<file path="config.mk">
export PLATFORM = sky130hd
export DESIGN_NAME = id_allocator_with_reuse_top
export DESIGN_NICKNAME = d
export VERILOG_FILES = /design/src/hw/rtl/ia_pkg.sv /design/src/hw/rtl/ia_ram.sv /design/src/hw/rtl/ia_front.sv /design/src/hw/rtl/ia_cmd_queue.sv /design/src/hw/rtl/ia_back.sv /design/src/hw/rtl/id_allocator_with_reuse_top.sv
export SDC_FILE = /design/constraint.sdc
export NUM_CORES = 2
export LEC_CHECK = 0
export BUFFER_PORTS_ARGS = -buffer_cell sky130_fd_sc_hd__buf_2
export CAP_MARGIN = 20
export CORE_MARGIN = 1
export CORE_UTILIZATION = 50
export DETAILED_ROUTE_END_ITERATION = 16
export PLACE_DENSITY = 0.65
export SYNTH_ARGS = -nofsm -noshare
export SYNTH_HDL_FRONTEND = slang
export SYNTH_SLANG_ARGS = --single-unit
</file>
<file path="constraint.sdc">
create_clock -name clk -period 10.9 [get_ports clk]
set_input_delay 0.545 -clock clk [delete_from_list [all_inputs] [get_ports clk]]
set_output_delay 0.545 -clock clk [all_outputs]
set_load 0.01 [all_outputs]
</file>
<file path="src/hw/rtl/ia_pkg.sv">
// ia_pkg: shared types and codes for the ID allocator.
// Holds request kinds, status codes, the command word and the back-end states.
// No dependencies.
package ia_pkg;

  localparam int KindWidth   = 2;
  localparam int IdWidth     = 8;
  localparam int StatusWidth = 2;

  localparam logic [KindWidth-1:0] KIND_ALLOC  = 2'd0;
  localparam logic [KindWidth-1:0] KIND_FREE   = 2'd1;
  localparam logic [KindWidth-1:0] KIND_QUERY  = 2'd2;
  localparam logic [KindWidth-1:0] KIND_UNUSED = 2'd3;

  localparam logic [StatusWidth-1:0] ST_DONE      = 2'd0;
  localparam logic [StatusWidth-1:0] ST_EXHAUSTED = 2'd1;
  localparam logic [StatusWidth-1:0] ST_IGNORED   = 2'd2;

  typedef enum logic [1:0] {
    OP_ALLOC,
    OP_FREE,
    OP_QUERY,
    OP_NOP
  } op_t;

  typedef struct packed {
    op_t                op;
    logic [IdWidth-1:0] id;
  } cmd_t;

  typedef enum logic {
    BK_ISSUE,
    BK_EXEC
  } bk_state_t;

endpackage

</file>
<file path="src/hw/rtl/ia_ram.sv">
// ia_ram: generic single-write, single-read RAM with registered read data.
// No dependencies.
module ia_ram #(
  parameter int WIDTH = 8,
  parameter int DEPTH = 256
) (
  input  logic                     clk,
  input  logic                     we,
  input  logic [$clog2(DEPTH)-1:0] waddr,
  input  logic [WIDTH-1:0]         wdata,
  input  logic                     re,
  input  logic [$clog2(DEPTH)-1:0] raddr,
  output logic [WIDTH-1:0]         rdata
);

  logic [WIDTH-1:0] mem [DEPTH];
  logic [WIDTH-1:0] rdata_r;

  always_ff @(posedge clk) begin
    if (we) begin
      mem[waddr] <= wdata;
    end
    if (re) begin
      rdata_r <= mem[raddr];
    end
  end

  assign rdata = rdata_r;

endmodule

</file>
<file path="src/hw/rtl/ia_front.sv">
// ia_front: accepts requests and classifies them into command words.
// Depends on ia_pkg.
module ia_front (
  input  logic                         in_valid,
  output logic                         in_ready,
  input  logic [ia_pkg::KindWidth-1:0] in_kind,
  input  logic [ia_pkg::IdWidth-1:0]   in_id,
  output logic                         push_valid,
  input  logic                         push_ready,
  output ia_pkg::cmd_t                 push_cmd
);
  import ia_pkg::*;

  assign in_ready   = push_ready;
  assign push_valid = in_valid;

  always_comb begin
    push_cmd.id = in_id;
    unique case (in_kind)
      KIND_ALLOC:  push_cmd.op = OP_ALLOC;
      KIND_FREE:   push_cmd.op = OP_FREE;
      KIND_QUERY:  push_cmd.op = OP_QUERY;
      KIND_UNUSED: push_cmd.op = OP_NOP;
      default:     push_cmd.op = OP_NOP;
    endcase
  end

endmodule

</file>
<file path="src/hw/rtl/ia_cmd_queue.sv">
// ia_cmd_queue: two-entry command queue between front and back end.
// Depends on ia_pkg.
module ia_cmd_queue (
  input  logic         clk,
  input  logic         rst_n,
  input  logic         push_valid,
  output logic         push_ready,
  input  ia_pkg::cmd_t push_cmd,
  output logic         pop_valid,
  input  logic         pop_ready,
  output ia_pkg::cmd_t pop_cmd
);
  import ia_pkg::*;

  cmd_t       slot_r [2];
  logic       wr_ptr_r, wr_ptr_nxt;
  logic       rd_ptr_r, rd_ptr_nxt;
  logic [1:0] count_r, count_nxt;
  logic       push, pop;

  assign push_ready = (count_r != 2'd2);
  assign pop_valid  = (count_r != 2'd0);
  assign pop_cmd    = slot_r[rd_ptr_r];
  assign push       = push_valid && push_ready;
  assign pop        = pop_valid && pop_ready;

  always_comb begin
    wr_ptr_nxt = push ? ~wr_ptr_r : wr_ptr_r;
    rd_ptr_nxt = pop ? ~rd_ptr_r : rd_ptr_r;
    count_nxt  = count_r;
    if (push && !pop) begin
      count_nxt = count_r + 2'd1;
    end else if (pop && !push) begin
      count_nxt = count_r - 2'd1;
    end
  end

  always_ff @(posedge clk) begin
    if (!rst_n) begin
      wr_ptr_r <= 1'b0;
      rd_ptr_r <= 1'b0;
      count_r  <= 2'd0;
    end else begin
      wr_ptr_r <= wr_ptr_nxt;
      rd_ptr_r <= rd_ptr_nxt;
      count_r  <= count_nxt;
    end
  end

  always_ff @(posedge clk) begin
    if (push) begin
      slot_r[wr_ptr_r] <= push_cmd;
    end
  end

endmodule

</file>
<file path="src/hw/rtl/ia_back.sv">
// ia_back: executes allocate, free and query commands against the free list,
// the allocation map and the high-water counter. Depends on ia_pkg, ia_ram.
module ia_back #(
  parameter int NUM_IDS = 256
) (
  input  logic                           clk,
  input  logic                           rst_n,
  input  logic                           pop_valid,
  output logic                           pop_ready,
  input  ia_pkg::cmd_t                   pop_cmd,
  output logic                           out_valid,
  input  logic                           out_ready,
  output logic [ia_pkg::IdWidth-1:0]     out_granted_id,
  output logic [ia_pkg::StatusWidth-1:0] out_status,
  output logic                           out_in_use
);
  import ia_pkg::*;

  localparam int IDX_W  = $clog2(NUM_IDS);
  localparam int HEAD_W = $clog2(NUM_IDS + 1);
  localparam int CMP_W  = (HEAD_W > IdWidth) ? HEAD_W : IdWidth;

  bk_state_t               state_r, state_nxt;
  cmd_t                    cmd_r, cmd_nxt;
  logic [HEAD_W-1:0]       head_r, head_nxt;
  logic [HEAD_W-1:0]       hw_r, hw_nxt;
  logic                    out_valid_r, out_valid_nxt;
  logic [IdWidth-1:0]      granted_r, granted_nxt;
  logic [StatusWidth-1:0]  status_r, status_nxt;
  logic                    alloc_bit_r, alloc_bit_nxt;

  logic                    issue, fire;
  logic [CMP_W-1:0]        pop_id_ext, cmd_id_ext;
  logic                    head_empty, is_alloc;
  logic [HEAD_W-1:0]       got;

  logic                    link_we;
  logic [IDX_W-1:0]        link_waddr;
  logic [HEAD_W-1:0]       link_wdata;
  logic [HEAD_W-1:0]       link_rdata;
  logic                    map_we;
  logic [IDX_W-1:0]        map_waddr;
  logic                    map_wdata;
  logic                    map_rdata;

  assign pop_id_ext = CMP_W'(pop_cmd.id);
  assign cmd_id_ext = CMP_W'(cmd_r.id);
  assign head_empty = (head_r == HEAD_W'(NUM_IDS));
  // map entries at or above the high-water mark were never written: read as clear
  assign is_alloc   = (cmd_id_ext < CMP_W'(NUM_IDS)) && (cmd_id_ext < CMP_W'(hw_r)) && map_rdata;

  ia_ram #(
    .WIDTH (HEAD_W),
    .DEPTH (NUM_IDS)
  ) u_link_ram (
    .clk   (clk),
    .we    (link_we),
    .waddr (link_waddr),
    .wdata (link_wdata),
    .re    (issue),
    .raddr (head_r[IDX_W-1:0]),
    .rdata (link_rdata)
  );

  ia_ram #(
    .WIDTH (1),
    .DEPTH (NUM_IDS)
  ) u_map_ram (
    .clk   (clk),
    .we    (map_we),
    .waddr (map_waddr),
    .wdata (map_wdata),
    .re    (issue),
    .raddr (pop_id_ext[IDX_W-1:0]),
    .rdata (map_rdata)
  );

  always_comb begin
    state_nxt     = state_r;
    cmd_nxt       = cmd_r;
    head_nxt      = head_r;
    hw_nxt        = hw_r;
    granted_nxt   = granted_r;
    status_nxt    = status_r;
    alloc_bit_nxt = alloc_bit_r;
    out_valid_nxt = out_valid_r && !out_ready;
    pop_ready     = 1'b0;
    issue         = 1'b0;
    fire          = 1'b0;
    got           = '0;
    link_we       = 1'b0;
    link_waddr    = cmd_id_ext[IDX_W-1:0];
    link_wdata    = head_r;
    map_we        = 1'b0;
    map_waddr     = cmd_id_ext[IDX_W-1:0];
    map_wdata     = 1'b0;

    unique case (state_r)
      BK_ISSUE: begin
        pop_ready = 1'b1;
        if (pop_valid) begin
          issue     = 1'b1;
          cmd_nxt   = pop_cmd;
          state_nxt = BK_EXEC;
        end
      end
      BK_EXEC: begin
        fire = !out_valid_r || out_ready;
        if (fire) begin
          state_nxt     = BK_ISSUE;
          out_valid_nxt = 1'b1;
          granted_nxt   = '0;
          status_nxt    = ST_DONE;
          alloc_bit_nxt = 1'b0;
          unique case (cmd_r.op)
            OP_ALLOC: begin
              priority if (!head_empty) begin
                got      = head_r;
                head_nxt = link_rdata;
              end else if (hw_r != HEAD_W'(NUM_IDS)) begin
                got    = hw_r;
                hw_nxt = hw_r + HEAD_W'(1);
              end else begin
                status_nxt = ST_EXHAUSTED;
              end
              if (status_nxt == ST_DONE) begin
                granted_nxt = IdWidth'(got);
                map_we      = 1'b1;
                map_waddr   = got[IDX_W-1:0];
                map_wdata   = 1'b1;
              end
            end
            OP_FREE: begin
              if (is_alloc) begin
                map_we   = 1'b1;
                link_we  = 1'b1;
                head_nxt = cmd_id_ext[HEAD_W-1:0];
              end else begin
                status_nxt = ST_IGNORED;
              end
            end
            OP_QUERY: begin
              alloc_bit_nxt = is_alloc;
            end
            OP_NOP: begin
            end
            default: begin
            end
          endcase
        end
      end
      default: begin
        state_nxt = BK_ISSUE;
      end
    endcase
  end

  always_ff @(posedge clk) begin
    if (!rst_n) begin
      state_r     <= BK_ISSUE;
      head_r      <= HEAD_W'(NUM_IDS);
      hw_r        <= '0;
      out_valid_r <= 1'b0;
    end else begin
      state_r     <= state_nxt;
      head_r      <= head_nxt;
      hw_r        <= hw_nxt;
      out_valid_r <= out_valid_nxt;
    end
  end

  always_ff @(posedge clk) begin
    cmd_r       <= cmd_nxt;
    granted_r   <= granted_nxt;
    status_r    <= status_nxt;
    alloc_bit_r <= alloc_bit_nxt;
  end

  assign out_valid      = out_valid_r;
  assign out_granted_id = granted_r;
  assign out_status     = status_r;
  assign out_in_use     = alloc_bit_r;

endmodule

</file>
<file path="src/hw/rtl/id_allocator_with_reuse_top.sv">
// id_allocator_with_reuse_top: LIFO free-list ID allocator with reuse.
// Path: queue slot, back-end issue state, back-end execute state, output registers.
// Each request is issued (link/map RAM read) and executed before the next is taken.
// Reset: free list empty, high-water count zero, all IDs free; no clearing pass is needed.
// Depends on ia_pkg, ia_front, ia_cmd_queue, ia_back, ia_ram.
module id_allocator_with_reuse_top #(
  parameter int NUM_IDS = 256
) (
  input  logic                           clk,
  input  logic                           rst_n,
  input  logic                           in_valid,
  output logic                           in_ready,
  input  logic [ia_pkg::KindWidth-1:0]   in_kind,
  input  logic [ia_pkg::IdWidth-1:0]     in_id,
  output logic                           out_valid,
  input  logic                           out_ready,
  output logic [ia_pkg::IdWidth-1:0]     out_granted_id,
  output logic [ia_pkg::StatusWidth-1:0] out_status,
  output logic                           out_in_use
);
  import ia_pkg::*;

  logic push_valid, push_ready;
  cmd_t push_cmd;
  logic pop_valid, pop_ready;
  cmd_t pop_cmd;

  ia_front u_front (
    .in_valid   (in_valid),
    .in_ready   (in_ready),
    .in_kind    (in_kind),
    .in_id      (in_id),
    .push_valid (push_valid),
    .push_ready (push_ready),
    .push_cmd   (push_cmd)
  );

  ia_cmd_queue u_queue (
    .clk        (clk),
    .rst_n      (rst_n),
    .push_valid (push_valid),
    .push_ready (push_ready),
    .push_cmd   (push_cmd),
    .pop_valid  (pop_valid),
    .pop_ready  (pop_ready),
    .pop_cmd    (pop_cmd)
  );

  ia_back #(
    .NUM_IDS (NUM_IDS)
  ) u_back (
    .clk            (clk),
    .rst_n          (rst_n),
    .pop_valid      (pop_valid),
    .pop_ready      (pop_ready),
    .pop_cmd        (pop_cmd),
    .out_valid      (out_valid),
    .out_ready      (out_ready),
    .out_granted_id (out_granted_id),
    .out_status     (out_status),
    .out_in_use     (out_in_use)
  );

endmodule
</file>
==> Word-level counts from Yosys, hierarchy flattened <==
Memories as Yosys holds them, arrays and structs flattened. A register that Yosys moved wholly into a read port is not among the register bits.
Cells that the tools add are included.
Widths: inputs -> output; s select.
{ "classes": {"n_mux": 45, "n_addsub": 3, "n_eq_ne": 10, "bitwise_logic": 3, "n_lt_le_gt_ge": 2, "n_reduce_logical": 23} }
{ "ops": {"columns": ["cell", "count"], "rows": [
  ["$mux 8", 6],
  ["$mux 1", 25],
  ["$mux 9", 2],
  ["$pmux 9 s2", 1],
  ["$mux 2", 7],
  ["$reduce_and 5->1", 2],
  ["$add 9x1->9 const B", 1],
  ["$eq 9x9->1 const B", 1],
  ["$lt 8x9->1", 1],
  ["$lt 8x9->1 const B", 1],
  ["$ne 9x9->1 const B", 1],
  ["$pmux 2 s4", 1],
  ["$logic_and 1x1->1", 7],
  ["$eq 2x2->1 const B", 3],
  ["$logic_not 2->1", 3],
  ["$reduce_and 2->1", 3],
  ["$reduce_bool 2->1", 3],
  ["$eq 2x1->1 const B", 2],
  ["$logic_not 1->1", 4],
  ["$ne 2x2->1 const B", 2],
  ["$pmux 1 s2", 2],
  ["$pmux 2 s2", 1],
  ["$not 1->1", 3],
  ["$add 2x1->2 const B", 1],
  ["3 further kinds", 3]
]} }
{ "totals": {"wordCells": 101, "mem_bits_rw": 2580, "memories": 3, "in_bits": 14, "output_inout_bits": 13, "register_bits": 45} }
{ "mem_list": {"columns": ["memory", "depth", "width", "rd", "rd_clocked_by_memory_dff", "wr", "line_no", "rtl"], "rows": [
  ["u_back.u_link_ram.mem", 256, 9, 1, 1, 1, "ia_ram.sv:16", "logic [WIDTH-1:0] mem [DEPTH];"],
  ["u_back.u_map_ram.mem", 256, 1, 1, 1, 1, "ia_ram.sv:16", null],
  ["u_queue.slot_r", 2, 10, 1, 1, 1, "ia_cmd_queue.sv:15", "cmd_t slot_r [2];"]
]} }

==> Logic depth before layout (Yosys ltp) <==
{ "logic_depth": {"word_depth": 13, "depth_mapped": 12, "mapped_depth_nobuf": 10} }

==> Hierarchy <==
A second synthesis with hierarchy kept.
{ "unflattened": {"hier_cells": 5289, "hier_area_um2": 103623.1} }
{ "modules_own_cells": {"columns": ["module", "n_inst", "cells_per_inst", "area_per_inst_um2", "seq_area_each_um2"], "rows": [
  ["ia_ram at u_back.u_link_ram", 1, 4237, 89368.2, 69456.6],
  ["ia_ram at u_back.u_map_ram", 1, 788, 11138.2, 7717.4],
  ["ia_back", 1, 197, 2073.2, 1031.0],
  ["ia_cmd_queue", 1, 55, 960.9, 700.7],
  ["ia_front", 1, 12, 82.6, 0.0]
]} }

==> Worst setup path after synthesis <==
OpenSTA, ideal clock, no wires.
{ "synth_path": {"path_kind": "flip-flop to flip-flop", "from": "register u_back.head_r[3]", "to": "memory u_back.u_map_ram.mem[132], enable pin", "t_required_ns": 10.588, "setup_ns": 0.312, "slack_ns": 1.643, "n_path_buf": 2, "arrival_ns": 8.944, "stages_incl_launch_ff": 11, "period_less_slack_ns": 9.257, "path_cell_list": "dfxtp_1 -> buf_2 -> nor2_1 -> and3_1 -> buf_4 -> a21o_4 -> inv_1 -> o21bai_1 -> nor3_1 -> nand2_1 -> nor3_1"} }
{ "synth_via": {"elab_chain_cells": 12, "word_cells_on_any_way": 17, "classes_between": "eq/ne: 1; mux: 15; reduce/logical: 1"} }
{ "synth_lines": {"columns": ["item", "line_no", "rtl"], "rows": [
  ["start, declared", "ia_back.sv:25", "logic [HEAD_W-1:0] head_r, head_nxt;"],
  ["start signal, assigned", "ia_back.sv:161", "head_r <= HEAD_W'(NUM_IDS);"],
  ["start signal, assigned", "ia_back.sv:166", "head_r <= head_nxt;"],
  ["$eq 9x9->1", "ia_back.sv:48", "assign head_empty = (head_r == HEAD_W'(NUM_IDS));"],
  ["$mux 2", "ia_back.sv:117", "priority if (!head_empty) begin"],
  ["$mux 2", "ia_back.sv:115", "unique case (cmd_r.op)"],
  ["$mux 2", "ia_back.sv:109", "if (fire) begin"],
  ["$mux 2", "ia_back.sv:98", "unique case (state_r)"],
  ["$logic_not 2->1", "ia_back.sv:126", "if (status_nxt == ST_DONE) begin"],
  ["$mux 1", "ia_back.sv:126", null],
  ["$pmux 1 s2", "ia_back.sv:115", null],
  ["$mux 1", "ia_back.sv:109", null],
  ["$mux 1", "ia_back.sv:98", null],
  ["$mux 1", "ia_ram.sv:20", "if (we) begin"],
  ["$mux 1 (implied by the code)", "ia_ram.sv:21", "mem[waddr] <= wdata;"],
  ["end, declared", "ia_ram.sv:16", null]
]} }
Parallel ways exist; a longest one is shown, timed or not. The select of a mux whose other input is x is not followed.

==> flow_results.xml <==
<?xml version="1.0" encoding="UTF-8"?>
<metrics>
  <group name="setup_path">
    <metric name="critPathRequiredTime" unit="ps">11580</metric>
    <metric name="reg2reg_to" unit="">u_back.u_link_ram.rdata[6]</metric>
    <metric name="category_of_the_worst_setup_path_capture_point" unit="">flip-flop</metric>
    <metric name="critical_path.most_common_cell" unit="">sky130_fd_sc_hd__buf_4</metric>
    <metric name="path_delay_family" unit="">buffers and inverters</metric>
    <metric name="critical_path.endpoint" unit="">u_back.u_link_ram.rdata[6]</metric>
    <metric name="slowest_stage" unit="">sky130_fd_sc_hd__buf_4</metric>
    <metric name="path_depth" unit="">8</metric>
    <metric name="reg2regPathDepth" unit="">8</metric>
    <metric name="worstSetupStartpointType" unit="">flip-flop</metric>
    <metric name="cp_slowest_stage_delay" unit="ps">900</metric>
    <metric name="timing_worst_setup_path_type" unit="">reg -&gt; reg</metric>
    <metric name="critical_path.startpoint" unit="">u_back.head_r[1]</metric>
    <metric name="crit_chain" unit="">buf_4 &gt; buf_4 &gt; buf_4 &gt; mux4_2 &gt; mux4_2 &gt; a221oi_1 &gt; o22ai_1 &gt; a211o_1</metric>
    <metric name="cp.arrival" unit="ps">6610</metric>
    <metric name="cp.buffers_inverters" unit="">3</metric>
    <metric name="r2r_slack" unit="ps">4970</metric>
    <metric name="cp_max_fo" unit="">76</metric>
    <metric name="worstReg2RegStart" unit="">u_back.head_r[1]</metric>
  </group>
  <group name="grt">
    <metric name="grt_max_degree" unit="">183</metric>
    <metric name="grt_pass1_vias" unit="">50900</metric>
    <metric name="globalRouteTotalUtil" unit="%">24.3</metric>
    <metric name="grt_antenna_before_repair" unit="">5</metric>
    <metric name="grt_pass1_wl" unit="um">367000</metric>
    <metric name="total_gr_overflow" unit="">0</metric>
  </group>
  <group name="floorplanning">
    <metric name="die_width" unit="um">458</metric>
    <metric name="top_level_ports" unit="">27</metric>
    <metric name="vertical_die_dimension" unit="um">458</metric>
    <metric name="fp.dieArea" unit="um2">210000</metric>
    <metric name="core" unit="um2">207000</metric>
    <metric name="core.rowCount" unit="">167</metric>
    <metric name="floorplan.initialDensity" unit="%">50.3</metric>
  </group>
  <group name="routing">
    <metric name="drcViolationCount" unit="">0</metric>
    <metric name="totalWireLength" unit="um">254000</metric>
    <metric name="drt_iter0_drc" unit="">6540</metric>
    <metric name="drt_pre_antenna_iters" unit="">6</metric>
    <metric name="count_of_vias_placed_by_the_detailed_router" unit="">51500</metric>
    <metric name="routed_via_density" unit="">6.39</metric>
    <metric name="antenna_violating_nets_post_route" unit="">0</metric>
    <metric name="routedWlPerCell" unit="um">31.5</metric>
  </group>
  <group name="synth">
    <metric name="ys_seq_area_share" unit="%">75.8</metric>
    <metric name="yosys_most_used_dff" unit="">sky130_fd_sc_hd__edfxtp_1</metric>
    <metric name="mappedNetlistArea" unit="um2">104000</metric>
    <metric name="synthesis.yosys.warnings" unit="">0</metric>
    <metric name="post_synthesis_net_count" unit="">5075</metric>
    <metric name="synth_enable_flop_cells" unit="">2611</metric>
    <metric name="synth_async_sr_flop_share" unit="%">0</metric>
    <metric name="post_synthesis_cell_count" unit="">5051</metric>
    <metric name="yosys_register_bits" unit="">2636</metric>
    <metric name="syn_avg_cell_area" unit="um2">20.6</metric>
    <metric name="yosys.cell_types.count" unit="">67</metric>
  </group>
  <group name="finish">
    <metric name="final_area" unit="um2">116000</metric>
    <metric name="flow.area_growth_from_synthesis" unit="%">11.3</metric>
    <metric name="num-nets-final" unit="">5184</metric>
    <metric name="final_layout_size_suffix_gt1_share" unit="%">23.7</metric>
    <metric name="finalNonFillerCells" unit="">8053</metric>
    <metric name="fill_cell_total_of_the_finished_layout" unit="">15200</metric>
  </group>
  <group name="sta">
    <metric name="final-setup-viol-count" unit="">0</metric>
    <metric name="final.min_clock_period" unit="ps">5930</metric>
    <metric name="finalClockSkew" unit="ps">45.0</metric>
    <metric name="final.period_utilization" unit="%">54.4</metric>
    <metric name="rsz0062_at_grt" unit="">no</metric>
    <metric name="final_hold_viol_count" unit="">0</metric>
    <metric name="totalNegativeSetupSlack" unit="ps">0</metric>
    <metric name="relative_slew_margins" unit="%">27.8</metric>
    <metric name="hold-worst-slack" unit="ps">373</metric>
    <metric name="drv_slew" unit="">0</metric>
    <metric name="worstMarginPinSlew" unit="ps">1080</metric>
    <metric name="max_freq" unit="GHz">0.169</metric>
  </group>
  <group name="placement">
    <metric name="place_congestion" unit="">0.843</metric>
    <metric name="place_area" unit="um2">107000</metric>
    <metric name="dp.final_hpwl" unit="um">147000</metric>
    <metric name="port_buffers" unit="">26</metric>
    <metric name="dp.cells" unit="">7567</metric>
  </group>
  <group name="clocking">
    <metric name="cts.sinks" unit="">2636</metric>
    <metric name="cts_max_level" unit="">5</metric>
    <metric name="postCtsResizedCells" unit="">0</metric>
    <metric name="cts_inserted_buffers" unit="">280</metric>
    <metric name="clkSlewWorstSetupHoldPaths" unit="ps">60</metric>
    <metric name="clk_root_buffer_cell" unit="">sky130_fd_sc_hd__clkbuf_16</metric>
    <metric name="cts_buffer_depth" unit="">4</metric>
    <metric name="clock_latency" unit="ps">930</metric>
    <metric name="post_cts_hold_buffer_count" unit="">13</metric>
    <metric name="cts_tree" unit="">done</metric>
    <metric name="cts_post_setup_buffers_inserted" unit="">0</metric>
  </group>
  <group name="min_path">
    <metric name="tightest_hold_check_type" unit="">in -&gt; reg</metric>
  </group>
  <group name="power_and_ir_drop">
    <metric name="max-vdd-ir-drop" unit="mV">0.222</metric>
    <metric name="pwr_density_cell" unit="nW/um2">211</metric>
    <metric name="static-leakage-power" unit="uW">0.0359</metric>
  </group>
  <group name="run_status">
    <metric name="status" unit="">finished clean</metric>
  </group>
  <group name="job">
    <metric name="maxCapViolCount" unit="">0</metric>
  </group>
</metrics>
per-layer routing:
metal  GRT usage [%]  wire length, um  share of wire, %
met1            35.1           105000                41
met5               0               13            0.0051
met4            7.10             7240               2.9
met2            37.5           121000                48
met3            5.10            21000               8.3
how the worst min path moves through the flow:
stage	start	to	slack, ps	cells after the start
2_1_floorplan	u_back.u_link_ram.rdata[8]	u_back.head_r[8]	430	1
3_3_place_gp	u_queue.count_r[1]	u_queue.count_r[1]	500	2
3_5_place_dp	u_queue.count_r[1]	u_queue.count_r[1]	500	2
4_1_cts	in_id[3]	u_queue.slot_r[1][3]	310	2
5_1_grt	in_id[1]	u_queue.slot_r[0][1]	340	2
6_report	in_id[3]	u_queue.slot_r[1][3]	370	2
worst register-to-register path, delay by kind of cell (launching register included):
kind	cells	cell delay [ps]
DFF	1	870
AOI/OAI and AO/OA	3	1320
buffers and inverters	3	2520
muxes	2	990
layout by cell type, fill, tap and decap left out, drive strengths merged, types with 16 or more instances in the layout:
cell type / count
dfxtp: 25
mux2i: 115
nor3: 280
mux2: 37
a22oi: 29
mux4: 692
inv: 26
clkinv: 89
a21oi: 40
nand4: 22
bufinv: 17
nor2: 327
a221oi: 25
o221ai: 27
a211oi: 19
a32oi: 16
buf: 136
clkbuf: 356
edfxtp: 2611
nand3: 42
nand2: 218
state kept, by name, summed over array words and instances, names as in the netlist, 8 cells and up, named ones only:
signal,count
u_back.link_waddr,8
u_queue.slot_r,20
u_back.u_link_ram.mem,2304
u_back.hw_r,9
u_back.head_r,9
u_back.u_map_ram.mem,256
u_back.out_granted_id,8
u_back.u_link_ram.rdata,9
cell families (layout without fill, tap and decap cells):
| kind of cell | count (synthesis) | in the layout | share of synthesized area (%) |
|---|---|---|---|
| compound gates | 266 | 266 | 1.90 |
| buf+inv | 348 | 642 | 1.55 |
| fa+ha+maj | 10 | 10 | 0.120 |
| simple gates | 936 | 936 | 4.00 |
| xor+xnor | 11 | 11 | 0.0926 |
| mux | 844 | 844 | 16.5 |
| other cells | 0 | 4 | 0 |
| flops | 2636 | 2636 | 75.8 |
power breakdown:
part           leakage [uW]  total (uW)  switching (uW)  internal, uW
combinational       0.00641        3740            2600          1140
clock               0.00411        8960            3750          5210
sequential           0.0254       11800             223         11500
final cells by class:
type	count	area (um2)	share of cell area, %
clock buffer	356	7450	6.43
sequential	2636	78900	68.1
multi-input combinational	2067	23700	20.5
tap	2704	3380	2.92
timing repair buffer	149	1260	1.09
clock inverter	111	985	0.850
antenna	4	10.0	0.00864
inverter	26	105	0.0907
through the flow:
stage	total power [uW]	worst slack [ps]	util (%)
floorplan	14200	1640	-
global placement	15600	4930	51.8
detailed placement	15700	5040	51.8
CTS	24600	5060	56.0
global route	25100	4800	56.0
finish	24500	4970	56.0
synthesized netlist by cell type, types with 5 or more instances:
cell / number / area (um2)
sky130_fd_sc_hd__a21o_1: 8 / 60.1
sky130_fd_sc_hd__a21oi_1: 40 / 200
sky130_fd_sc_hd__o21ai_0: 12 / 60.1
sky130_fd_sc_hd__and2_1: 7 / 43.8
sky130_fd_sc_hd__a41oi_1: 5 / 43.8
sky130_fd_sc_hd__a22o_1: 9 / 78.8
sky130_fd_sc_hd__buf_2: 94 / 470
sky130_fd_sc_hd__a2111oi_0: 8 / 70.1
sky130_fd_sc_hd__a211oi_1: 19 / 143
sky130_fd_sc_hd__nor2b_1: 11 / 68.8
sky130_fd_sc_hd__a221oi_1: 25 / 219
sky130_fd_sc_hd__o211ai_1: 6 / 45.0
sky130_fd_sc_hd__mux4_2: 692 / 15600
sky130_fd_sc_hd__clkbuf_1: 162 / 608
sky130_fd_sc_hd__a22oi_1: 29 / 218
sky130_fd_sc_hd__nand2_1: 218 / 818
sky130_fd_sc_hd__ha_1: 10 / 125
sky130_fd_sc_hd__dfxtp_1: 25 / 500
sky130_fd_sc_hd__buf_4: 32 / 240
sky130_fd_sc_hd__nand3_1: 42 / 210
sky130_fd_sc_hd__inv_1: 21 / 78.8
sky130_fd_sc_hd__nor2_1: 326 / 1220
sky130_fd_sc_hd__edfxtp_1: 2611 / 78400
sky130_fd_sc_hd__nor3_1: 280 / 1400
sky130_fd_sc_hd__mux2i_1: 114 / 1140
sky130_fd_sc_hd__a32oi_1: 16 / 140
sky130_fd_sc_hd__mux2_2: 37 / 417
sky130_fd_sc_hd__buf_1: 25 / 93.8
sky130_fd_sc_hd__nand4_1: 22 / 138
sky130_fd_sc_hd__nand2b_1: 6 / 37.5
sky130_fd_sc_hd__o22ai_1: 13 / 81.3
sky130_fd_sc_hd__buf_6: 9 / 101
sky130_fd_sc_hd__xnor2_1: 8 / 70.1
sky130_fd_sc_hd__o221ai_1: 27 / 236
sky130_fd_sc_hd__a31oi_1: 15 / 93.8
Note: power is estimated with default switching activity, not from simulation.
